**config.mk**
```make
export PLATFORM = sky130hd
export DESIGN_NAME = gcd_reduce_and_prime_count_core
export DESIGN_NICKNAME = d
export VERILOG_FILES = /design/src/gcdp_pkg.sv /design/src/gcdp_front.sv /design/src/gcdp_fifo.sv /design/src/gcdp_back.sv /design/src/gcd_reduce_and_prime_count_core.sv
export SDC_FILE = /design/constraint.sdc
export NUM_CORES = 1
export LEC_CHECK = 0
export BUFFER_PORTS_ARGS = -buffer_cell sky130_fd_sc_hd__buf_2
export CAP_MARGIN = 20
export CORE_UTILIZATION = 30
export DETAILED_ROUTE_END_ITERATION = 8
export MAX_ROUTING_LAYER = met4
export PLACE_DENSITY = 0.53
export SLEW_MARGIN = 40
export SYNTH_ARGS = -nofsm -noshare
export SYNTH_HDL_FRONTEND = slang
export SYNTH_HIERARCHICAL = 1
export SYNTH_SLANG_ARGS = --single-unit
```
**constraint.sdc**
```tcl
create_clock -name i_clk -period 13.3 [get_ports i_clk]
set_input_delay 1.995 -clock i_clk [delete_from_list [all_inputs] [get_ports i_clk]]
set_output_delay 1.995 -clock i_clk [all_outputs]
set_load 0.02 [all_outputs]
```
**src/gcdp_pkg.sv**
```systemverilog
// Shared types and constants for the running gcd and prime count core.
// Holds the queue entry passed from the front to the back. No dependencies.
package gcdp_pkg;

    localparam int VALUE_W    = 16;
    localparam int COUNT_W    = 16;
    localparam int FIFO_DEPTH = 2;

    localparam logic [COUNT_W-1:0] COUNT_MAX = {COUNT_W{1'b1}};

    typedef struct packed {
        logic [VALUE_W-1:0] value;
        logic               is_prime;
        logic               last;
    } t_item;

endpackage

```
**src/gcdp_front.sv**
```systemverilog
// Front part: takes input items and classifies them by trial division.
// One remainder bit per cycle against each divisor. Depends on gcdp_pkg.
module gcdp_front #(
    parameter int VALUE_BITS = 16
) (
    input  logic                         i_clk,
    input  logic                         i_rst_n,
    input  logic                         i_push,
    input  logic [gcdp_pkg::VALUE_W-1:0] i_value,
    input  logic                         i_last,
    output logic                         o_full,
    output logic                         o_q_push,
    output gcdp_pkg::t_item              o_q_item,
    input  logic                         i_q_full
);
    import gcdp_pkg::*;

    localparam int W  = (VALUE_BITS < VALUE_W) ? VALUE_BITS : VALUE_W;
    localparam int DW = (W + 1) / 2 + 1;
    localparam int BW = $clog2(W);

    typedef enum logic [2:0] {
        S_INIT,
        S_IDLE,
        S_CHECK,
        S_DIV,
        S_PUSH
    } t_state;

    t_state          r_state;
    logic [W-1:0]    r_value;
    logic            r_last;
    logic            r_prime;
    logic [DW-1:0]   r_d;
    logic [W:0]      r_sq;
    logic [DW-1:0]   r_rem;
    logic [BW-1:0]   r_bit;

    logic [DW:0]     rem_shift;
    logic [DW-1:0]   n_rem;

    always_comb begin
        rem_shift = {r_rem, r_value[r_bit]};
        if (rem_shift >= {1'b0, r_d}) begin
            n_rem = DW'(rem_shift - {1'b0, r_d});
        end else begin
            n_rem = rem_shift[DW-1:0];
        end
    end

    always_ff @(posedge i_clk) begin
        if (!i_rst_n) begin
            r_state <= S_INIT;
        end else begin
            unique case (r_state)
                S_INIT: begin
                    r_state <= S_IDLE;
                end
                S_IDLE: begin
                    if (i_push) begin
                        r_value <= i_value[W-1:0];
                        r_last  <= i_last;
                        r_d     <= DW'(2);
                        r_sq    <= (W+1)'(4);
                        if (i_value[W-1:0] < W'(2)) begin
                            r_prime <= 1'b0;
                            r_state <= S_PUSH;
                        end else begin
                            r_state <= S_CHECK;
                        end
                    end
                end
                S_CHECK: begin
                    if (r_sq > {1'b0, r_value}) begin
                        r_prime <= 1'b1;
                        r_state <= S_PUSH;
                    end else begin
                        r_rem   <= '0;
                        r_bit   <= BW'(W - 1);
                        r_state <= S_DIV;
                    end
                end
                S_DIV: begin
                    r_rem <= n_rem;
                    if (r_bit == '0) begin
                        if (n_rem == '0) begin
                            r_prime <= 1'b0;
                            r_state <= S_PUSH;
                        end else begin
                            r_sq    <= r_sq + (W+1)'({r_d, 1'b1});
                            r_d     <= r_d + DW'(1);
                            r_state <= S_CHECK;
                        end
                    end else begin
                        r_bit <= r_bit - BW'(1);
                    end
                end
                S_PUSH: begin
                    if (!i_q_full) begin
                        r_state <= S_IDLE;
                    end
                end
                default: begin
                    r_state <= S_INIT;
                end
            endcase
        end
    end

    assign o_full            = (r_state != S_IDLE);
    assign o_q_push          = (r_state == S_PUSH) && !i_q_full;
    assign o_q_item.value    = VALUE_W'(r_value);
    assign o_q_item.is_prime = r_prime;
    assign o_q_item.last     = r_last;

endmodule

```
**src/gcdp_fifo.sv**
```systemverilog
// Short queue of classified items between the front and the back.
// Register array with read and write pointers. Depends on gcdp_pkg.
module gcdp_fifo (
    input  logic            i_clk,
    input  logic            i_rst_n,
    input  logic            i_push,
    input  gcdp_pkg::t_item i_item,
    output logic            o_full,
    input  logic            i_pop,
    output gcdp_pkg::t_item o_item,
    output logic            o_empty
);
    import gcdp_pkg::*;

    localparam int PW = (FIFO_DEPTH > 1) ? $clog2(FIFO_DEPTH) : 1;
    localparam int CW = $clog2(FIFO_DEPTH + 1);

    t_item          r_mem [FIFO_DEPTH];
    logic [PW-1:0]  r_wr_ptr;
    logic [PW-1:0]  r_rd_ptr;
    logic [CW-1:0]  r_count;

    logic do_push;
    logic do_pop;

    assign o_full  = (r_count == CW'(FIFO_DEPTH));
    assign o_empty = (r_count == '0);
    assign do_push = i_push && !o_full;
    assign do_pop  = i_pop && !o_empty;
    assign o_item  = r_mem[r_rd_ptr];

    always_ff @(posedge i_clk) begin
        if (do_push) begin
            r_mem[r_wr_ptr] <= i_item;
        end
    end

    always_ff @(posedge i_clk) begin
        if (!i_rst_n) begin
            r_wr_ptr <= '0;
            r_rd_ptr <= '0;
            r_count  <= '0;
        end else begin
            if (do_push) begin
                r_wr_ptr <= (r_wr_ptr == PW'(FIFO_DEPTH - 1)) ? '0 : r_wr_ptr + PW'(1);
            end
            if (do_pop) begin
                r_rd_ptr <= (r_rd_ptr == PW'(FIFO_DEPTH - 1)) ? '0 : r_rd_ptr + PW'(1);
            end
            if (do_push && !do_pop) begin
                r_count <= r_count + CW'(1);
            end else if (do_pop && !do_push) begin
                r_count <= r_count - CW'(1);
            end
        end
    end

endmodule

```
**src/gcdp_back.sv**
```systemverilog
// Back part: folds each value into the running gcd with a binary gcd unit,
// updates the saturating prime count and holds the result register.
// Depends on gcdp_pkg.
module gcdp_back #(
    parameter int VALUE_BITS = 16
) (
    input  logic                         i_clk,
    input  logic                         i_rst_n,
    input  logic                         i_q_empty,
    input  gcdp_pkg::t_item              i_q_item,
    output logic                         o_q_pop,
    input  logic                         i_pop,
    output logic                         o_empty,
    output logic                         o_is_prime,
    output logic [gcdp_pkg::VALUE_W-1:0] o_running_gcd,
    output logic [gcdp_pkg::COUNT_W-1:0] o_prime_count,
    output logic                         o_set_done
);
    import gcdp_pkg::*;

    localparam int W  = (VALUE_BITS < VALUE_W) ? VALUE_BITS : VALUE_W;
    localparam int KW = $clog2(W);

    typedef enum logic [1:0] {
        S_IDLE,
        S_RUN,
        S_DONE
    } t_state;

    t_state             r_state;
    logic [W-1:0]       r_gcd;
    logic [COUNT_W-1:0] r_tally;
    logic [W-1:0]       r_x;
    logic [W-1:0]       r_y;
    logic [KW-1:0]      r_k;
    logic               r_prime;
    logic               r_last;
    logic               r_out_valid;

    logic [W-1:0]       gcd_res;
    logic [COUNT_W-1:0] n_tally;
    logic               slot_free;

    assign gcd_res   = (r_x | r_y) << r_k;
    assign n_tally   = (r_prime && r_tally != COUNT_MAX) ? r_tally + COUNT_W'(1) : r_tally;
    assign slot_free = !r_out_valid || i_pop;
    assign o_q_pop   = (r_state == S_IDLE) && !i_q_empty;
    assign o_empty   = !r_out_valid;

    always_ff @(posedge i_clk) begin
        if (!i_rst_n) begin
            r_state     <= S_IDLE;
            r_gcd       <= '0;
            r_tally     <= '0;
            r_out_valid <= 1'b0;
        end else begin
            if (r_state == S_DONE && slot_free) begin
                r_out_valid <= 1'b1;
            end else if (i_pop && r_out_valid) begin
                r_out_valid <= 1'b0;
            end
            unique case (r_state)
                S_IDLE: begin
                    if (!i_q_empty) begin
                        r_x     <= r_gcd;
                        r_y     <= i_q_item.value[W-1:0];
                        r_k     <= '0;
                        r_prime <= i_q_item.is_prime;
                        r_last  <= i_q_item.last;
                        r_state <= S_RUN;
                    end
                end
                S_RUN: begin
                    if (r_x == '0 || r_y == '0) begin
                        r_state <= S_DONE;
                    end else if (!r_x[0] && !r_y[0]) begin
                        r_x <= r_x >> 1;
                        r_y <= r_y >> 1;
                        r_k <= r_k + KW'(1);
                    end else if (!r_x[0]) begin
                        r_x <= r_x >> 1;
                    end else if (!r_y[0]) begin
                        r_y <= r_y >> 1;
                    end else if (r_x >= r_y) begin
                        r_x <= (r_x - r_y) >> 1;
                    end else begin
                        r_y <= (r_y - r_x) >> 1;
                    end
                end
                S_DONE: begin
                    if (slot_free) begin
                        o_is_prime    <= r_prime;
                        o_running_gcd <= VALUE_W'(gcd_res);
                        o_prime_count <= n_tally;
                        o_set_done    <= r_last;
                        if (r_last) begin
                            r_gcd   <= '0;
                            r_tally <= '0;
                        end else begin
                            r_gcd   <= gcd_res;
                            r_tally <= n_tally;
                        end
                        r_state <= S_IDLE;
                    end
                end
                default: begin
                    r_state <= S_IDLE;
                end
            endcase
        end
    end

endmodule

```
**src/gcd_reduce_and_prime_count_core.sv**
```systemverilog
// Top level of the running gcd and prime count core.
// Joins gcdp_front, gcdp_fifo and gcdp_back. Depends on gcdp_pkg.
//
//  channel  | handshake     | payload
//  ---------+---------------+----------------------------------------------
//  input    | i_push/o_full | i_value, i_last
//  result   | o_empty/i_pop | o_is_prime, o_running_gcd, o_prime_count,
//           |               | o_set_done
//
// Classifying one item runs a remainder loop in the front that yields one
// bit per cycle against each trial divisor; the binary gcd in the back
// overlaps with the front.
// Reset is synchronous; o_full is high for one cycle after reset.
// A waiting result holds on the result ports until popped; the front keeps
// taking items while the two-entry queue has room.
module gcd_reduce_and_prime_count_core #(
    parameter int VALUE_BITS = 16
) (
    input  logic                         i_clk,
    input  logic                         i_rst_n,
    input  logic                         i_push,
    output logic                         o_full,
    input  logic [gcdp_pkg::VALUE_W-1:0] i_value,
    input  logic                         i_last,
    output logic                         o_empty,
    input  logic                         i_pop,
    output logic                         o_is_prime,
    output logic [gcdp_pkg::VALUE_W-1:0] o_running_gcd,
    output logic [gcdp_pkg::COUNT_W-1:0] o_prime_count,
    output logic                         o_set_done
);
    import gcdp_pkg::*;

    logic  q_push;
    logic  q_full;
    logic  q_pop;
    logic  q_empty;
    t_item q_wr_item;
    t_item q_rd_item;

    gcdp_front #(
        .VALUE_BITS(VALUE_BITS)
    ) u_front (
        .i_clk    (i_clk),
        .i_rst_n  (i_rst_n),
        .i_push   (i_push),
        .i_value  (i_value),
        .i_last   (i_last),
        .o_full   (o_full),
        .o_q_push (q_push),
        .o_q_item (q_wr_item),
        .i_q_full (q_full)
    );

    gcdp_fifo u_fifo (
        .i_clk   (i_clk),
        .i_rst_n (i_rst_n),
        .i_push  (q_push),
        .i_item  (q_wr_item),
        .o_full  (q_full),
        .i_pop   (q_pop),
        .o_item  (q_rd_item),
        .o_empty (q_empty)
    );

    gcdp_back #(
        .VALUE_BITS(VALUE_BITS)
    ) u_back (
        .i_clk         (i_clk),
        .i_rst_n       (i_rst_n),
        .i_q_empty     (q_empty),
        .i_q_item      (q_rd_item),
        .o_q_pop       (q_pop),
        .i_pop         (i_pop),
        .o_empty       (o_empty),
        .o_is_prime    (o_is_prime),
        .o_running_gcd (o_running_gcd),
        .o_prime_count (o_prime_count),
        .o_set_done    (o_set_done)
    );

endmodule

```
Word level (Yosys, flattened, before mapping)
Memories as Yosys holds them, arrays and structs flattened. A register that Yosys moved wholly into a read port is not among the register bits.
Cells that the tools add are included.
{ "op_classes": {"addsub": 12, "magnitude_cmp": 5, "eq_ne": 27, "shifts": 1, "mux": 64, "n_bitwise": 2, "reduce_logical": 47} }
{ "op_table": {"columns": ["operator", "count"], "rows": [
  ["16-bit 2-to-1 mux", 15],
  ["16-bit one-hot mux with 2 select lines", 2],
  ["17-bit 2-to-1 mux", 3],
  ["9-bit 2-to-1 mux", 5],
  ["9-bit one-hot mux with 2 select lines", 2],
  ["17-bit one-hot mux with 2 select lines", 1],
  ["16-bit zero test", 2],
  ["16-bit subtractor", 2],
  ["4-bit 2-to-1 mux", 5],
  ["3-bit 2-to-1 mux", 6],
  ["3-bit AND reduction", 6],
  ["17-bit by 10-bit adder with 17-bit output", 1],
  ["17-bit by 16-bit greater-than comparator with 1-bit output", 1],
  ["16-bit by 1-bit adder with 16-bit output, second input constant", 1],
  ["16-bit greater-or-equal comparator", 1],
  ["16-bit by 2-bit < comparator with 1-bit output, second input constant", 1],
  ["16-bit != test, second input constant", 1],
  ["16-bit OR", 1],
  ["4-bit one-hot mux with 2 select lines", 2],
  ["16-bit by 4-bit << shifter with 16-bit output", 1],
  ["3-bit one-hot mux with 5 select lines", 1],
  ["5-bit AND reduction", 3],
  ["1-bit 2-to-1 mux", 14],
  ["2-bit by 1-bit != test with 1-bit output, second input constant", 7],
  ["35 further kinds", 74]
]} }
{ "totals": {"ff_bits": 171, "ram_bits": 36, "memories": 1} }
{ "memory_table": {"columns": ["name", "depth", "word_bits", "rd", "rd_clocked_by_memory_dff", "write_ports", "line", "text"], "rows": [
  ["u_fifo.r_mem", 2, 18, 1, 1, 1, "gcdp_fifo.sv:18", "t_item r_mem [FIFO_DEPTH];"]
]} }

Depth between registers and ports, before layout
{ "depth": {"ltp_word": 8, "mapped_depth": 15, "mapped_depth_nobuf": 14} }

By module
Netlist, hierarchy kept.
{ "modules_own_cells": {"columns": ["module", "n_inst", "cells_per_inst", "area_each_um2"], "rows": [
  ["gcdp_back", 1, 786, 7298.2],
  ["gcdp_front", 1, 378, 3972.6],
  ["gcdp_fifo", 1, 81, 1530.2]
]} }

Worst setup path after synthesis
OpenSTA, ideal clock, no wires.
{ "synth_path": {"kind": "register to register", "startpoint": "register u_front.r_bit[0]", "endpoint": "register u_front.r_d[0] (enable)", "t_arrival_ns": 5.399, "setup_slack_ns": 7.444, "path_stages_with_launch": 15, "period_less_slack_ns": 5.856, "cell_sequence": "edfxtp_1 clkbuf_1 mux4_2 mux4_2 inv_1 ha_1 inv_1 fa_1 a211oi_2 o21bai_1 a21oi_1 o21ba_2 or3_1 o21ai_0 a311oi_1"} }
{ "synth_between": {"elab_chain_cells": 7, "word_cells_on_any_way": 10, "cone_classes": "add/sub: 1; order compare: 1; eq/ne: 2; mux: 3; reduce/logical: 3"} }
{ "synth_lines": {"columns": ["element", "line", "text"], "rows": [
  ["from (decl)", "gcdp_front.sv:37", "logic [BW-1:0] r_bit;"],
  ["from (signal assigned)", "gcdp_front.sv:79", "r_bit <= BW'(W - 1);"],
  ["from (signal assigned)", "gcdp_front.sv:95", "r_bit <= r_bit - BW'(1);"],
  ["1-bit binary-select mux with 4-bit select", "gcdp_front.sv:43", "rem_shift = {r_rem, r_value[r_bit]};"],
  ["1-bit 2-to-1 mux (implied by the code)", "gcdp_front.sv:43", null],
  ["9-bit subtractor or 10-bit by 9-bit greater-or-equal comparator with 1-bit output (tied branches)", "gcdp_front.sv:45, gcdp_front.sv:44", null],
  ["9-bit 2-to-1 mux", "gcdp_front.sv:44", "if (rem_shift >= {1'b0, r_d}) begin"],
  ["9-bit zero test", "gcdp_front.sv:86", "if (n_rem == '0) begin"],
  ["2-bit != test (no line)", null, null],
  ["5-bit AND reduction (no line) (*)", null, null],
  ["to (signal assigned)", "gcdp_front.sv:91", "r_d <= r_d + DW'(1);"],
  ["to (decl)", "gcdp_front.sv:34", "logic [DW-1:0] r_d;"]
]} }
Mark *: on every way between the ends. The rest lies on a longest branch, timed or not. The select of a mux whose other input is x is not followed.
A chain may end at the register's enable or synchronous reset.

Final worst setup path
{ "layout_path": {"startpoint": "register u_front.r_bit[0]", "endpoint": "register u_front.r_sq[15] (enable)"} }
{ "layout_between": {"elab_chain_cells": 7, "word_cells_on_any_way": 10, "cone_classes": "add/sub: 1; order compare: 1; eq/ne: 2; mux: 3; reduce/logical: 3"} }
{ "layout_lines": {"columns": ["element", "line", "text"], "rows": [
  ["1-bit binary-select mux with 4-bit select", "gcdp_front.sv:43", null],
  ["1-bit 2-to-1 mux (implied by the code)", "gcdp_front.sv:43", null],
  ["9-bit subtractor or 10-bit by 9-bit greater-or-equal comparator with 1-bit output (tied branches)", "gcdp_front.sv:45, gcdp_front.sv:44", null],
  ["9-bit 2-to-1 mux", "gcdp_front.sv:44", null],
  ["9-bit zero test", "gcdp_front.sv:86", null],
  ["2-bit != test (no line)", null, null],
  ["5-bit AND reduction (no line) (*)", null, null],
  ["to (signal assigned)", "gcdp_front.sv:64", "r_sq <= (W+1)'(4);"],
  ["to (signal assigned)", "gcdp_front.sv:90", "r_sq <= r_sq + (W+1)'({r_d, 1'b1});"],
  ["to (decl)", "gcdp_front.sv:35", "logic [W:0] r_sq;"]
]} }
Marked as above.

==> metrics.md <==
| Metric | Value |
|---|---|
| DIE HEIGHT | 208.6 µm |
| Crit path required time | around 13000 ps |
| Portion of the clock cycle consumed by the worst path in the final layout | 35.82% |
| Count of yosys warnings during synthesis | 6 |
| Parity-gate share of the synthesized area counting xor and xnor cells | ~4.4% |
| Leakage component of the power | 5.438 nW |
| Most used cells in the layout excluding fill and tap cells | sky130_fd_sc_hd__edfxtp_1, sky130_fd_sc_hd__nor2_1, sky130_fd_sc_hd__inv_1, sky130_fd_sc_hd__ha_1, sky130_fd_sc_hd__a21oi_1 |
| Total congestion overflow | 0 |
| Share of the synthesized area in the top cell type | 38.71% |
| Fraction of the mapped netlist area in compound gates | 13.90% |
| Wire length of the first global-routing pass | between 50 and 60 mm |
| Total count of max-transition violations in the final report | 0 |
| Library cells used by synthesis | 78 |
| Worst Clk Skew | 16.84 ps |
| Seq/Total Area, Yosys | 45.43% |
| Vias/cell | 5.162 |
| Number of nets with antenna violations after detailed routing | 0 |
| FMAX | 209.9 MHz |
| Arrival time worst endpoint | 4950 ps |
| Simple-gate share of the synthesized area | 15.64% |
| Post-CTS repair timing setup buffer count | 0 |
| Max-slew headroom | 47.50% |
| Peak fanout along the critical path | 26 |
| Flip-flop and latch count after synthesis | 208 |
| Cell types with the largest area share after synthesis | sky130_fd_sc_hd__edfxtp_1, sky130_fd_sc_hd__ha_1, sky130_fd_sc_hd__dfxtp_1 |
| Hold buffer count at CTS | 0 |
| PortBufs | between 50 and 60 |
| Placement-stage cell area | 0.01367 mm² |
| CTS H-tree lvls | 1 |
| Die outline area | 0.04350 mm² |
| Multiplexer share of the synthesized area | between 6 and 7% |
| Synthesized instance count | 1245 |
| Final #Nets | about 1400 |
| Placer Congestion | 0.8732 |
| Number of buffers added by the clock tree synthesis step | 24 |
| Area growth, synth to finish | 13.26% |
| Critical Path Source Type | flip-flop |
| Clock period minus final worst setup slack | 4764 ps |
| Max Root-Sink Buffers | 3 |
| # resized after CTS | 0 |
| RSZ-0062 raised after global routing | no |
| Starting utilization of the core area | 30.45% |
| Critical setup path kind | flip-flop to flip-flop |
| Ratio of cells with drive above 1 in the final layout | roughly 14% |
| Placed Instances | between 1500 and 2000 |
| Area occupied by multi-input gates | 0.006414 mm² |
| Die span in x | approximately 210 µm |
| Worst IR Drop VDD | approximately 0.072 mV |
| Post-Synth Adder-Cell Area | 9.129% |
| Number of diodes | 0 |
| Post-detail-place hpwl | 23.97 mm |
| DR WL/cell | 17.52 µm |
| Sequential cell area in the final layout | 0.005817 mm² |
| Detailed Routing Iterations Pass 1 | 5 |
| Total of max-cap violations | 0 |
| Design Area, Final | 0.01450 mm² |
| Worst-margin pin slew | just under 800 ps |
| Crit. End Element | flip-flop |
| Final std cells w/o fill | 1844 |
| Total Power | 2.818 mW |
| Fraction of synthesis flops using an asynchronous set or reset pin | 0% |
| Number of filler instances in the final layout | 4327 |
| Via count of the first global-routing pass | 9235 |
| GR Util All Layers | 15.20% |
| Most common cell after layout, fill and taps aside | sky130_fd_sc_hd__edfxtp_1 |
| Buffer cell driving the clock tree root | sky130_fd_sc_hd__clkbuf_16 |
| Residual DRC count | 0 |
| Placement row count | 75 |
| Main combinational cell family by area after synthesis | simple AND/OR/NAND/NOR gates |
| Clk slew on worst S/H paths | roughly 60 ps |
| Mean post-synth cell area | 10.28 µm² |
| Final hold violation count | 0 |
| Yosys top cell by area | sky130_fd_sc_hd__edfxtp_1 |
| Wire length after detailed routing | 32.31 mm |
| Worst min-delay path category | flip-flop to flip-flop |
| Most used flip-flop cell after synthesis | sky130_fd_sc_hd__edfxtp_1 |
| Initial detailed-routing violation count | 637 |
| Run status | completed |
| TritonCTS clock tree | built |
| Area inside the core boundary | 0.04204 mm² |
| Total Negative Setup Slacks | 0 ps |
| Largest net degree at the start of global routing | 40 |
| Synthesized netlist net count | 1357 |
| Via count | ~9500 |
| Post-Synthesis Cell Area | 0.01280 mm² |
| Number of flops mapped to enable cells by yosys | 165 |
| Number of antenna violations at the first check in global routing | 0 |
| Clock sink count | 208 |
| Cell Pwr Density | between 150 and 200 mW/mm² |
| # IOs | 57 |
| Total setup violations reported at the end of the flow | 0 |
| Insertion delay of the later-clocked pin in the worst-skew pair | about 530 ps |
==> path summary, 6_finish.rpt <==
kind	cells past startpoint	startpoint	slack, ps	to
min reg2reg	0	u_front/r_last	450	u_fifo/r_mem[0][0]
min	0	u_front/r_last	450	u_fifo/r_mem[0][0]
max	14	u_front/r_bit[0]	8540	u_front/r_sq[15]
max reg2reg	14	u_front/r_bit[0]	8540	u_front/r_sq[15]
==> cell usage after synthesis, types with 7 or more instances <==
master and instances:
sky130_fd_sc_hd__nand3_1 31, sky130_fd_sc_hd__and3_1 8, sky130_fd_sc_hd__nor2b_1 24, sky130_fd_sc_hd__a21o_1 9, sky130_fd_sc_hd__or3_1 18, sky130_fd_sc_hd__nand4_1 11
sky130_fd_sc_hd__a21oi_1 79, sky130_fd_sc_hd__nor3_1 35, sky130_fd_sc_hd__xor2_1 18, sky130_fd_sc_hd__o21ai_0 59, sky130_fd_sc_hd__o31ai_1 9, sky130_fd_sc_hd__xnor2_1 47
sky130_fd_sc_hd__mux4_2 15, sky130_fd_sc_hd__a22oi_1 20, sky130_fd_sc_hd__o22ai_1 8, sky130_fd_sc_hd__dfxtp_1 43, sky130_fd_sc_hd__nor4_1 21, sky130_fd_sc_hd__and2_1 11
sky130_fd_sc_hd__a221oi_1 11, sky130_fd_sc_hd__nand2b_1 19, sky130_fd_sc_hd__clkbuf_1 33, sky130_fd_sc_hd__a211oi_1 7, sky130_fd_sc_hd__edfxtp_1 165, sky130_fd_sc_hd__mux2_2 30
sky130_fd_sc_hd__inv_1 91, sky130_fd_sc_hd__a31oi_1 9, sky130_fd_sc_hd__nand2_1 48, sky130_fd_sc_hd__mux2i_1 19, sky130_fd_sc_hd__nor2_1 144, sky130_fd_sc_hd__ha_1 87
sky130_fd_sc_hd__buf_2 15
==> layout make-up <==
cell class / count / share of cell area, %
Timing Repair Buffer: 71 / 2.951
Sequential cell: 208 / 40.12
Clock inverter: 12 / 1.001
Inverter: 93 / 2.408
Tap cell: 539 / 4.651
Multi-Input combinational cell: 889 / 44.24
Clock buffer: 32 / 4.634
==> power by group <==
part | internal, mW | switching, mW | total [mW]
Combinational | 0.468 | 0.701 | 1.17
Sequential | 0.837 | 0.127 | 0.963
Clock | 0.414 | 0.272 | 0.686
==> sequential cells by signal (all words and copies together), names as in the netlist, 2 cells and up, named ones only <==
register / cells
u_back/r_state: 2
u_fifo/r_count: 2
u_fifo/r_mem: 36
u_back/o_prime_count: 16
u_front/r_bit: 4
u_back/o_running_gcd: 16
u_back/r_tally: 16
u_front/r_state: 3
u_front/r_value: 16
u_front/r_rem: 9
u_back/r_x: 16
u_back/r_y: 16
u_back/r_k: 4
u_back/r_gcd: 16
u_front/r_sq: 17
u_front/r_d: 9
==> worst max-delay path, stage by stage (launching register included) <==
cell	delay [ps]
sky130_fd_sc_hd__edfxtp_1	540
sky130_fd_sc_hd__mux4_2	560
sky130_fd_sc_hd__mux4_2	530
sky130_fd_sc_hd__inv_1	100
sky130_fd_sc_hd__ha_1	170
sky130_fd_sc_hd__inv_1	60
sky130_fd_sc_hd__fa_1	400
sky130_fd_sc_hd__a211oi_2	280
sky130_fd_sc_hd__o21bai_1	120
sky130_fd_sc_hd__a21oi_1	250
sky130_fd_sc_hd__o21ba_2	380
sky130_fd_sc_hd__or3_1	200
sky130_fd_sc_hd__o21ai_0	140
sky130_fd_sc_hd__a311oi_4	290
sky130_fd_sc_hd__buf_4	380
==> metrics by stage <==
step	hold slack (ps)	setup slack [ps]	utilization, %
floorplan	455.5	7444	-
global placement	431.7	8572	32.38
detailed placement	440.7	8549	32.52
CTS	455.2	8514	34.46
global route	456.2	8229	34.49
finish	449.8	8536	34.49
==> kinds of logic after synthesis <==
kind of cell | after synthesis
flip-flops | 208
AND/OR/NAND/NOR | 398
multiplexers | 64
AO/OA/AOI/OAI | 271
buffers and inverters | 148
adder cells (fa/ha/maj) | 91
XOR/XNOR | 65
==> layer usage <==
metal / wire (µm) / global-route usage (%) / up-vias / share of wire (%)
met5: 0 / - / - / 0
met4: 423 / 2.561 / 0 / 1.3
li1: - / - / 4662 / -
met2: 14590 / 23.26 / 248 / 45
met3: 1451 / 1.917 / 31 / 4.5
met1: 15850 / 21.69 / 4577 / 49
Power figures use the tool's default switching activity.
